<file path="src/rtl/ttrc_pkg.sv">
// shared types and constants for the three-term recurrence checksum
// no dependencies; used by the interfaces, ttrc_term_calc and the top level

package ttrc_pkg;

    typedef struct packed {
        logic [7:0] data_byte;
        logic       first_byte;
        logic       last_byte;
    } in_item_t;

    typedef struct packed {
        logic [15:0] checksum;
    } out_item_t;

    typedef struct packed {
        logic [15:0] older_term;
        logic [15:0] newer_term;
        logic [7:0]  byte_position;
    } term_state_t;

    localparam logic [16:0] CK_MOD      = 17'd65535;
    localparam logic [7:0]  ALPHA_MUL   = 8'd17;
    localparam logic [7:0]  BETA_MUL    = 8'd31;
    localparam logic [15:0] FIRST_SEED  = 16'd7;
    localparam logic [15:0] OLDER_START = 16'd1;
    localparam logic [7:0]  POS_AFTER_FIRST = 8'd1;
    // 256 * 65535, lifts any difference to a non-negative value
    localparam logic [25:0] FOLD_BIAS   = 26'd16776960;

endpackage

</file>
<file path="src/rtl/ttrc_if.sv">
// valid/ready channel interfaces for message bytes and checksum results
// depends on ttrc_pkg

interface ttrc_in_if;
    logic                valid;
    logic                ready;
    ttrc_pkg::in_item_t  payload;

    modport source (output valid, output payload, input ready);
    modport sink   (input valid, input payload, output ready);
endinterface

interface ttrc_out_if;
    logic                valid;
    logic                ready;
    ttrc_pkg::out_item_t payload;

    modport source (output valid, output payload, input ready);
    modport sink   (input valid, input payload, output ready);
endinterface

</file>
<file path="src/rtl/ttrc_term_calc.sv">
// next recurrence term: two small products, a signed difference, a fold mod 65535
// depends on ttrc_pkg

module ttrc_term_calc
(
    input  ttrc_pkg::term_state_t state,
    input  logic [7:0]            data_byte,
    output logic [15:0]           term
);

    logic [15:0] alpha_full;
    logic [15:0] beta_full;
    logic [8:0]  addend;
    logic [24:0] plus;
    logic [23:0] minus;
    logic [25:0] diff;
    logic        neg;
    logic [25:0] biased;
    logic [16:0] fold1;
    logic [16:0] fold2;

    // coefficients only depend on position mod 256
    assign alpha_full = {8'd0, state.byte_position} * {8'd0, ttrc_pkg::ALPHA_MUL};
    assign beta_full  = {8'd0, state.byte_position} * {8'd0, ttrc_pkg::BETA_MUL};
    assign addend     = {1'b0, data_byte} + {1'b0, alpha_full[7:0]};

    assign plus  = {16'd0, addend} * {9'd0, state.newer_term};
    assign minus = {16'd0, beta_full[7:0]} * {8'd0, state.older_term};

    // two's complement difference, sign in the top bit
    assign diff = {1'b0, plus} - {2'b00, minus};
    assign neg  = diff[25];

    // a negative difference wraps to (d + 1) mod 65535
    assign biased = diff + {25'd0, neg} + ttrc_pkg::FOLD_BIAS;

    // 2^16 is 1 mod 65535: fold high part onto low part twice
    assign fold1 = {7'd0, biased[25:16]} + {1'b0, biased[15:0]};
    assign fold2 = {16'd0, fold1[16]} + {1'b0, fold1[15:0]};

    always_comb
    begin
        if (fold2 >= ttrc_pkg::CK_MOD)
        begin
            term = 16'(fold2 - ttrc_pkg::CK_MOD);
        end
        else
        begin
            term = fold2[15:0];
        end
    end

endmodule

</file>
<file path="src/rtl/three_term_recurrence_checksum.sv">
// top level of the three-term recurrence checksum
// depends on ttrc_pkg, ttrc_if (ttrc_in_if, ttrc_out_if) and ttrc_term_calc
//
// usage
//   bytes  : sink channel, one message byte per transaction with first/last marks
//   result : source channel, one checksum transaction per byte marked last
//   a byte marked first restarts the recurrence (older = 1, newer = byte + 7);
//   every other byte advances it with position dependent coefficients
// latency: a byte is held in the input register, the next term is computed
//   from it and written to the term state and, for a last byte, to the
//   result register, from which the checksum is taken
// throughput: one byte per cycle unless a last byte stalls, set by the term
//   update loop (older/newer/position registers feed term logic and back)
// stall: bytes that are not marked last never wait; a last byte waits in the
//   input register only while the result register still holds an untaken
//   checksum, and then the input channel stalls too
// reset: rst_n clears both valid flags and sets older = 1, newer = 0,
//   position = 0, so bytes before any first mark run from that state

module three_term_recurrence_checksum
(
    input  logic               clk,
    input  logic               rst_n,
    ttrc_in_if.sink            bytes,
    ttrc_out_if.source         result
);

    // input register
    logic                  s1_valid_reg;
    ttrc_pkg::in_item_t    s1_item_reg;

    // recurrence state
    ttrc_pkg::term_state_t state_reg;
    ttrc_pkg::term_state_t state_next;

    // result register
    logic                  out_valid_reg;
    logic                  out_valid_next;
    ttrc_pkg::out_item_t   out_item_reg;

    logic                  in_fire;
    logic                  s1_adv;
    logic [15:0]           term;

    // a byte leaves the input register unless it must deliver into a full result register
    assign s1_adv  = s1_valid_reg
                     && (!s1_item_reg.last_byte || !out_valid_reg || result.ready);
    assign bytes.ready = !s1_valid_reg || s1_adv;
    assign in_fire     = bytes.valid && bytes.ready;

    ttrc_term_calc u_term_calc
    (
        .state     (state_reg),
        .data_byte (s1_item_reg.data_byte),
        .term      (term)
    );

    // next term state
    always_comb
    begin
        state_next = state_reg;
        if (s1_adv)
        begin
            if (s1_item_reg.first_byte)
            begin
                state_next.older_term    = ttrc_pkg::OLDER_START;
                state_next.newer_term    = {8'd0, s1_item_reg.data_byte}
                                           + ttrc_pkg::FIRST_SEED;
                state_next.byte_position = ttrc_pkg::POS_AFTER_FIRST;
            end
            else
            begin
                state_next.older_term    = state_reg.newer_term;
                state_next.newer_term    = term;
                state_next.byte_position = state_reg.byte_position + 8'd1;
            end
        end
    end

    // result valid: set by a finishing last byte, cleared when taken
    always_comb
    begin
        out_valid_next = out_valid_reg;
        if (s1_adv && s1_item_reg.last_byte)
        begin
            out_valid_next = 1'b1;
        end
        else if (result.ready)
        begin
            out_valid_next = 1'b0;
        end
    end

    always_ff @(posedge clk or negedge rst_n)
    begin
        if (!rst_n)
        begin
            s1_valid_reg             <= 1'b0;
            out_valid_reg            <= 1'b0;
            state_reg.older_term     <= ttrc_pkg::OLDER_START;
            state_reg.newer_term     <= 16'd0;
            state_reg.byte_position  <= 8'd0;
        end
        else
        begin
            if (bytes.ready)
            begin
                s1_valid_reg <= bytes.valid;
            end
            out_valid_reg <= out_valid_next;
            state_reg     <= state_next;
        end
    end

    // payload registers
    always_ff @(posedge clk)
    begin
        if (in_fire)
        begin
            s1_item_reg <= bytes.payload;
        end
        if (s1_adv && s1_item_reg.last_byte)
        begin
            out_item_reg.checksum <= state_next.newer_term;
        end
    end

    assign result.valid   = out_valid_reg;
    assign result.payload = out_item_reg;

`ifndef SYNTHESIS
    // emitted checksums are always reduced
    a_sum_reduced: assert property (@(posedge clk) disable iff (!rst_n)
        result.valid |-> result.payload.checksum != 16'hFFFF)
        else $error("checksum not reduced mod 65535");

    // a first mark restarts the position count
    a_first_restart: assert property (@(posedge clk) disable iff (!rst_n)
        (s1_adv && s1_item_reg.first_byte) |=> state_reg.byte_position == 8'd1)
        else $error("position not restarted on first byte");

    // a new result only comes from a last byte leaving the input register
    a_result_source: assert property (@(posedge clk) disable iff (!rst_n)
        $rose(out_valid_reg) |-> $past(s1_adv && s1_item_reg.last_byte))
        else $error("result without a last byte");

    // the recurrence state holds while no byte advances
    a_state_hold: assert property (@(posedge clk) disable iff (!rst_n)
        !s1_adv |=> $stable(state_reg))
        else $error("term state changed without a byte");

    // a blocked byte stays in the input register
    a_s1_hold: assert property (@(posedge clk) disable iff (!rst_n)
        (s1_valid_reg && !s1_adv) |=> s1_valid_reg && $stable(s1_item_reg))
        else $error("stalled byte lost");
`endif

endmodule
</file>
<file path="src/flat_wrapper.sv">
// flat-port wrapper written by rule: the top's interface ports become plain ports
module three_term_recurrence_checksum_flat 
  (clk, rst_n, bytes_valid, bytes_payload, bytes_ready, result_valid, result_payload, result_ready);
  ttrc_in_if bytes_i ();
  ttrc_out_if result_i ();
  input  logic clk;
  input  logic rst_n;
  input wire logic [$bits(bytes_i.valid)-1:0] bytes_valid;
  input wire logic [$bits(bytes_i.payload)-1:0] bytes_payload;
  output wire logic [$bits(bytes_i.ready)-1:0] bytes_ready;
  output wire logic [$bits(result_i.valid)-1:0] result_valid;
  output wire logic [$bits(result_i.payload)-1:0] result_payload;
  input wire logic [$bits(result_i.ready)-1:0] result_ready;
  assign bytes_i.valid = bytes_valid;
  assign bytes_i.payload = bytes_payload;
  assign bytes_ready = bytes_i.ready;
  assign result_valid = result_i.valid;
  assign result_payload = result_i.payload;
  assign result_i.ready = result_ready;
  three_term_recurrence_checksum u_core (.clk(clk), .rst_n(rst_n), .bytes(bytes_i), .result(result_i));
endmodule
</file>
<file path="config.mk">
export PLATFORM = sky130hd
export DESIGN_NAME = three_term_recurrence_checksum_flat
export DESIGN_NICKNAME = d
export VERILOG_FILES = /design/src/rtl/ttrc_pkg.sv /design/src/rtl/ttrc_if.sv /design/src/rtl/ttrc_term_calc.sv /design/src/rtl/three_term_recurrence_checksum.sv /design/src/flat_wrapper.sv
export SDC_FILE = /design/constraint.sdc
export NUM_CORES = 1
export LEC_CHECK = 0
export BUFFER_PORTS_ARGS = -buffer_cell sky130_fd_sc_hd__buf_2
export CORE_UTILIZATION = 70
export DETAILED_ROUTE_END_ITERATION = 8
export PLACE_DENSITY = 0.85
export SETUP_SLACK_MARGIN = 0.4
export SYNTH_ARGS = -nofsm -noshare
export SYNTH_HDL_FRONTEND = slang
export SYNTH_SLANG_ARGS = --single-unit
export TNS_END_PERCENT = 50
</file>
<file path="constraint.sdc">
create_clock -name clk -period 30.8 [get_ports clk]
set_input_delay 6.16 -clock clk [delete_from_list [all_inputs] [get_ports clk]]
set_output_delay 6.16 -clock clk [all_outputs]
set_load 0.01 [all_outputs]
</file>
==> results of run 1 <==
==> placed cells by master (no fill, tap or decap), drive strengths merged, types with 5 or more instances in the layout <==
| cell | count |
|---|---|
| clkbuf | 9 |
| a2111oi | 5 |
| nor2b | 20 |
| nand3 | 23 |
| or2 | 6 |
| dfrtp | 41 |
| edfxtp | 26 |
| buf | 42 |
| nand2 | 217 |
| o21ai | 59 |
| a211oi | 6 |
| nand4 | 8 |
| a211o | 7 |
| o211ai | 5 |
| fa | 238 |
| nor3 | 24 |
| nor4 | 7 |
| and3 | 9 |
| o21a | 5 |
| o31ai | 10 |
| a21oi | 46 |
| inv | 304 |
| a21o | 20 |
| xor2 | 34 |
| nand2b | 8 |
| o21bai | 9 |
| and2 | 119 |
| or3 | 9 |
| nor2 | 43 |
| a31oi | 6 |
| ha | 120 |
| xnor2 | 46 |
==> Yosys cell counts, drive strengths merged, types with 4 or more instances <==
cell     number  area share
o21ai        59       0.021
o21a          5      0.0026
or2           6      0.0026
inv         302       0.079
a21o         20       0.011
xnor2        46       0.028
a31oi         6      0.0026
nor2         43       0.011
xor2         34       0.022
clkbuf       52       0.014
nand3b        4      0.0021
o31ai        10      0.0053
o211ai        5      0.0026
ha          120        0.11
and3          9      0.0039
and2        119       0.052
nand2       217       0.057
nor2b        20      0.0088
nand2b        8      0.0035
o31a          4      0.0031
o21bai        9      0.0047
a21oi        46       0.016
a21boi        4      0.0024
buf           7      0.0033
nand4         8      0.0039
nand3        23      0.0084
a211o         7      0.0043
a211oi        6      0.0039
nor3b         4      0.0021
nor3         24      0.0091
edfxtp       26       0.055
fa          238        0.33
or3           9      0.0043
a2111oi       5      0.0057
a31o          4      0.0025
nor4          7      0.0044
dfrtp        41       0.072
==> tightest hold or removal path, stage by stage, from the launching register on <==
cell and delay [ns]:
edfxtp_1 0.36, nand3_1 0.11, nand2b_1 0.08
==> final cells by class <==
type                    instances  area (um2)  share of cell area
repair buffers                 42         238              0.0158
well taps                     265         332              0.0221
multi-input cells            1166       11100               0.740
diodes                          1        2.50            0.000166
clock inverters                 7         145             0.00965
clock buffers                   9         225              0.0150
inverters                     302        1130              0.0754
flip-flops and latches         68        1830               0.122
==> layer usage <==
layer,wire length [um],vias up
met3,3650,148
met2,17500,612
met1,14300,5621
met4,1660,0
li1,-,5032
met5,0,-
==> metrics by stage <==
step                std cells  hold slack (ns)  utilization
finish                   1860            0.586        0.762
global route             1859            0.614        0.762
CTS                      1859            0.582        0.762
detailed placement       1843            0.568        0.744
global placement         1843            0.559        0.744
floorplan                1595            0.489            -
==> cells by family after synthesis <==
logic type / synth area share
AOI/OAI and AO/OA: 0.105
xor gates and xnor gates: 0.0519
adders and majority gates: 0.438
buffers and inverters: 0.0963
DFF: 0.128
muxes: 0.00376
and+or+nand+nor: 0.176
==> how the worst max path moves through the flow <==
stage / startpoint / endpoint
finish: u_core.state_reg[0] / u_core.result.payload[11]
global route: u_core.state_reg[0] / u_core.result.payload[11]
CTS: u_core.state_reg[0] / u_core.result.payload[11]
detailed placement: u_core.state_reg[0] / u_core.result.payload[11]
global placement: u_core.state_reg[0] / u_core.result.payload[13]
floorplan: u_core.state_reg[0] / u_core.result.payload[11]
==> results.ini, run 1 <==
[global_routing]
grt_pass1_wl_um = 61700
gr-usage-met2 = 0.607
grt_overflow = 0
met3_usage = 0.0849
grt_max_degree = 62
grt_util_all_layers = 0.378
use_met1 = 0.488
grt_pass1_vias = 12214
top_usage_layer = met2
antenna_found_initial = 0

[placement]
pre_cts_slack_ns = 14.48
postPlaceCellArea_um2 = 14700
gp_congestion = 0.949
numPortBuffers = 31
hpwl_um = 28800

[yosys]
async_flop_share = 0.618
syn_avg_cell_area_um2 = 8.96
netlist_area_um2 = 14300
netlist_instances = 1595
yosysSeqAreaShare = 0.128
synthDistinctLibCells = 78
synth_edf_count = 26
syn-num-nets = 1967
yosysWarnings = 0
ys_ff_latch = 68
synth_flop_cell = dfrtp_1

[clocking]
numCtsBuffers = 9
clkTransAtPathRegs_ns = 0.06
post_cts_buffers = 0
cts_tree = built
clk-insertion-delay-late_ns = 0.35
htreeDepth = 3
cts.path.max_buffers = 2
hold_buffers = 0
post_cts_resized = 0
cts.sinks = 68
cts_root_buf = clkbuf_16

[worst_setup_path]
cp_max_fo = 26
endpoint_kind = flip-flop
cp-start-kind = flip-flop
cpPeakStageDelay_ns = 1.16
arrival_ns = 16.62
cpLargestDelayFamily = adder cells
regToRegSetupSlack_ns = 14.28
crit_type = flip-flop to flip-flop
r2r_cells = 59
critPathSlowestCell = dfrtp_1
worstPathRequired_ns = 30.89
critical_path_buf_inv_count = 5
r2r_start = u_core.state_reg[0]
cp.depth = 59
worstReg2RegEnd = u_core.result.payload[11]
cp_common_cell = fa_1

[finish]
nets = 1961
largest_reg_flops = 40
drive_above_1_share = 0.0583
syn_to_final_growth_pct = 5.16
finalInstanceArea_um2 = 15000
fillers = 1343

[worst_hold_path]
hold_end = u_core.s1_valid_reg
hp-start = u_core.s1_item_reg[0]
holdCritPathClass = flip-flop to flip-flop
min_path_cells = 2

[timing]
worst_slack_ns = 14.28
finalSetupTns_ns = 0
fmax_mhz = 60.5
slew_violations = 0
period_share = 0.537
tightest_slew_ns = 1.23
clock_skew_ns = 0.0144
rsz0062_at_grt = no
finalCriticalPeriod_ns = 16.52
relSlewSlack = 0.179
setup_violations = 0
finalHoldViolCount = 0

[floorplanning]
die-area_um2 = 21000
die_x_um = 145
ios = 32
rows = 51
initial_core_util = 0.725
die_y_um = 145
coreArea_um2 = 19700

[detailed_routing]
wl_per_cell_um = 20.0
antenna_left = 0
drtPass1Iterations = 5
viasPerCell = 6.14
totalWireLength_um = 37100
drc = 0
drt_iter0_markers = 869
vias = 11413

[job]
maxCapViolCount = 0

[run_status]
status = finished, final reports clean

Power of run 1 is left out: the tool's default activity adds up to more than one toggle a clock period on the data nets, which glitch-free logic cannot reach.
==> inputs of run 2 (changes only) <==
--- a/config.mk
+++ b/config.mk
@@ -6,9 +6,9 @@
 export NUM_CORES = 1
 export LEC_CHECK = 0
 export BUFFER_PORTS_ARGS = -buffer_cell sky130_fd_sc_hd__buf_2
-export CORE_UTILIZATION = 70
+export CORE_UTILIZATION = 60
 export DETAILED_ROUTE_END_ITERATION = 8
-export PLACE_DENSITY = 0.85
+export PLACE_DENSITY = 0.77
 export SETUP_SLACK_MARGIN = 0.4
 export SYNTH_ARGS = -nofsm -noshare
 export SYNTH_HDL_FRONTEND = slang
==> constraint.sdc (replaced) <==
create_clock -name clk -period 13.73 [get_ports clk]
set_input_delay 2.746 -clock clk [delete_from_list [all_inputs] [get_ports clk]]
set_output_delay 2.746 -clock clk [all_outputs]
set_load 0.01 [all_outputs]
==> run 2 against run 1 <==
The run now ends with negative setup slack left; critical path depth is the same; register-to-register slack lost 14 ns; count of clock-buffer cells in the layout is 1 higher; via count increased by 2.9%; final area grew 9.3%; setup slack got worse by 14 ns; hold slack worse by 0.014 ns; wire length up 5.3%; cell count increased by 9.1%; critical path type unchanged; critical endpoint is now u_core.result.payload[13]; largest cell class unchanged.
==> results.ini, run 2 (synthesis results as in run 1) <==
[worst_setup_path]
cp-start-kind = flip-flop  ; unchanged
worstPathRequired_ns = 13.81  ; was 30.89 ns
cp_max_fo = 6  ; was 26
cp_common_cell = fa_1  ; unchanged
endpoint_kind = flip-flop  ; unchanged
cpPeakStageDelay_ns = 0.58  ; was 1.16 ns
crit_type = flip-flop to flip-flop  ; unchanged
critPathSlowestCell = fa_1  ; was dfrtp_1
arrival_ns = 13.90  ; was 16.62 ns

[clocking]
htreeDepth = 3  ; unchanged
cts_tree = built  ; unchanged
cts.sinks = 68  ; unchanged
numCtsBuffers = 9  ; unchanged
cts_root_buf = clkbuf_16  ; unchanged
cts.path.max_buffers = 2  ; unchanged
clk-insertion-delay-late_ns = 0.34  ; was 0.35 ns
clkTransAtPathRegs_ns = 0.07  ; was 0.06 ns

[detailed_routing]
wl_per_cell_um = 19.3  ; was 20.0 um
met3_length_um = 2480  ; was 3650 um
drtPass1Iterations = 5  ; unchanged
top_layer = met4  ; unchanged
drt_iter0_markers = 827  ; was 869
m1WireLength_um = 15600  ; was 14,300 um
vias = 11749  ; was 11,413
dr_wl_met2_um = 19600  ; was 17,500 um
totalWireLength_um = 39100  ; was 37,100 um
viasPerCell = 5.79  ; was 6.14
drc = 0  ; unchanged
antenna_left = 0  ; unchanged

[run_status]
violations = negative setup slack
status = complete, but fails checks  ; was finished, final reports clean

[placement]
pre_cts_slack_ns = -0.305  ; was 14.48 ns
numPortBuffers = 31  ; unchanged
gp_congestion = 0.948  ; was 0.949
hpwl_um = 30500  ; was 28,800 um

[finish]
final_cell_mix = inv_1 (293), fa_1 (233), nand2_1 (211)  ; was inv_1 (302), fa_1 (238), nand2_1 (217)
seq_area_um2 = 1840  ; was 1830 um2
multi_input_comb_area_um2 = 11500  ; was 11,100 um2
nets = 2076  ; was 1,961
fillers = 1779  ; was 1,343
drive_above_1_share = 0.165  ; was 0.0583
syn_to_final_growth_pct = 14.9  ; was 5.16%
largest_reg_flops = 40  ; unchanged
final_common_cell = inv_1  ; unchanged

[floorplanning]
initial_core_util = 0.611  ; was 0.725
coreArea_um2 = 23400  ; was 19,700 um2
rows = 56  ; was 51
die-area_um2 = 24400  ; was 21,000 um2
die_y_um = 156  ; was 145 um
ios = 32  ; unchanged
die_x_um = 156  ; was 145 um

[timing]
rsz0062_at_grt = yes  ; was no
setup_violations = 8  ; was 0
fmax_mhz = 72.4  ; was 60.5 MHz
clock_skew_ns = 0.0149  ; was 0.0144 ns
slew_violations = 0  ; unchanged
finalHoldViolCount = 0  ; unchanged
worst_slack_ns = -0.0890  ; was 14.28 ns
relSlewSlack = 0.252  ; was 0.179
finalCriticalPeriod_ns = 13.82  ; was 16.52 ns
period_share = 1.01  ; was 0.537
tightest_slew_ns = 1.11  ; was 1.23 ns

[job]
maxCapViolCount = 0  ; unchanged

[global_routing]
grt_pass1_wl_um = 62800  ; was 61,700 um
grt_max_degree = 62  ; unchanged
grt_overflow = 0  ; unchanged
grt_pass1_vias = 12385  ; was 12,214
grt_util_all_layers = 0.337  ; was 0.378
antenna_found_initial = 1  ; was 0

[worst_hold_path]
holdCritPathClass = flip-flop to flip-flop  ; unchanged

-- run 2: cell types whose count changed in the layout (fill, tap and decap cells not counted), moves of 6 or more --
cell	delta
ha_4	+10
buf_4	+108
o31ai_1	-8
ha_1	-14
a21oi_2	+6
o21ai_0	-7
inv_2	+9
a21oi_1	-7
inv_1	-9
nand2_1	-6
nand2_2	+6
-- run 2: layer usage --
metal  vias up  global-route usage
li1       5245                   -
met1      5945               0.423
met2       453               0.577
met3       106              0.0493
met4         0               0.147
met5         -                   0
-- run 2: per-stage QoR --
| step | utilization | area, um2 | TNS (ns) | std cells | hold slack (ns) |
|---|---|---|---|---|---|
| 2_1_floorplan | - | 14400 | -0.462 | 1595 | 0.489 |
| 3_3_place_gp | 0.661 | 15500 | 0 | 1981 | 0.557 |
| 3_5_place_dp | 0.661 | 15500 | -3.13 | 1981 | 0.571 |
| 4_1_cts | 0.689 | 16100 | 0 | 2015 | 0.586 |
| 5_1_grt | 0.702 | 16400 | -12.14 | 2028 | 0.606 |
| 6_report | 0.702 | 16400 | -0.380 | 2029 | 0.572 |
-- run 2: worst paths after layout --
path	cells past startpoint	from	slack [ns]	endpoint
min in group asynchronous	1	rst_n	2.59	u_core.state_reg[16]
worst max-delay path	59	u_core.state_reg[2]	-0.09	u_core.result.payload[13]
worst max register to register	59	u_core.state_reg[2]	-0.09	u_core.result.payload[13]
worst min register to register	1	u_core.state_reg[7]	0.57	u_core.state_reg[7]
max in group asynchronous	1	rst_n	10.40	u_core.state_reg[0]
worst min-delay path	1	u_core.state_reg[7]	0.57	u_core.state_reg[7]
-- run 2: area by class of cell --
cell class                      count  share of cell area
Timing Repair Buffer              157              0.0697
Tap cell                          319              0.0243
Clock buffer                       10              0.0139
Sequential cell                    68               0.112
Multi-Input combinational cell   1166               0.703
Inverter                          302              0.0690
Antenna cell                        1            0.000152
Clock inverter                      6             0.00838
-- run 2: critical path, delay by kind of cell (launching register included) --
kind / cells / cell delay, ns
XOR/XNOR: 3 / 0.49
flip-flops: 1 / 0.44
AND/OR/NAND/NOR: 15 / 2.70
AO/OA/AOI/OAI: 19 / 3.33
buffers and inverters: 5 / 0.42
adder cells (fa/ha/maj): 17 / 6.16
-- run 2: repair_timing --
item	4_1_cts	5_1_grt
hold endpoints to repair	0	0
resized for setup	35	42
setup endpoints to repair	32	32
pin swaps	37	15
setup buffers	18	13
hold buffers	0	0
Power of run 2 is left out for the same reason.
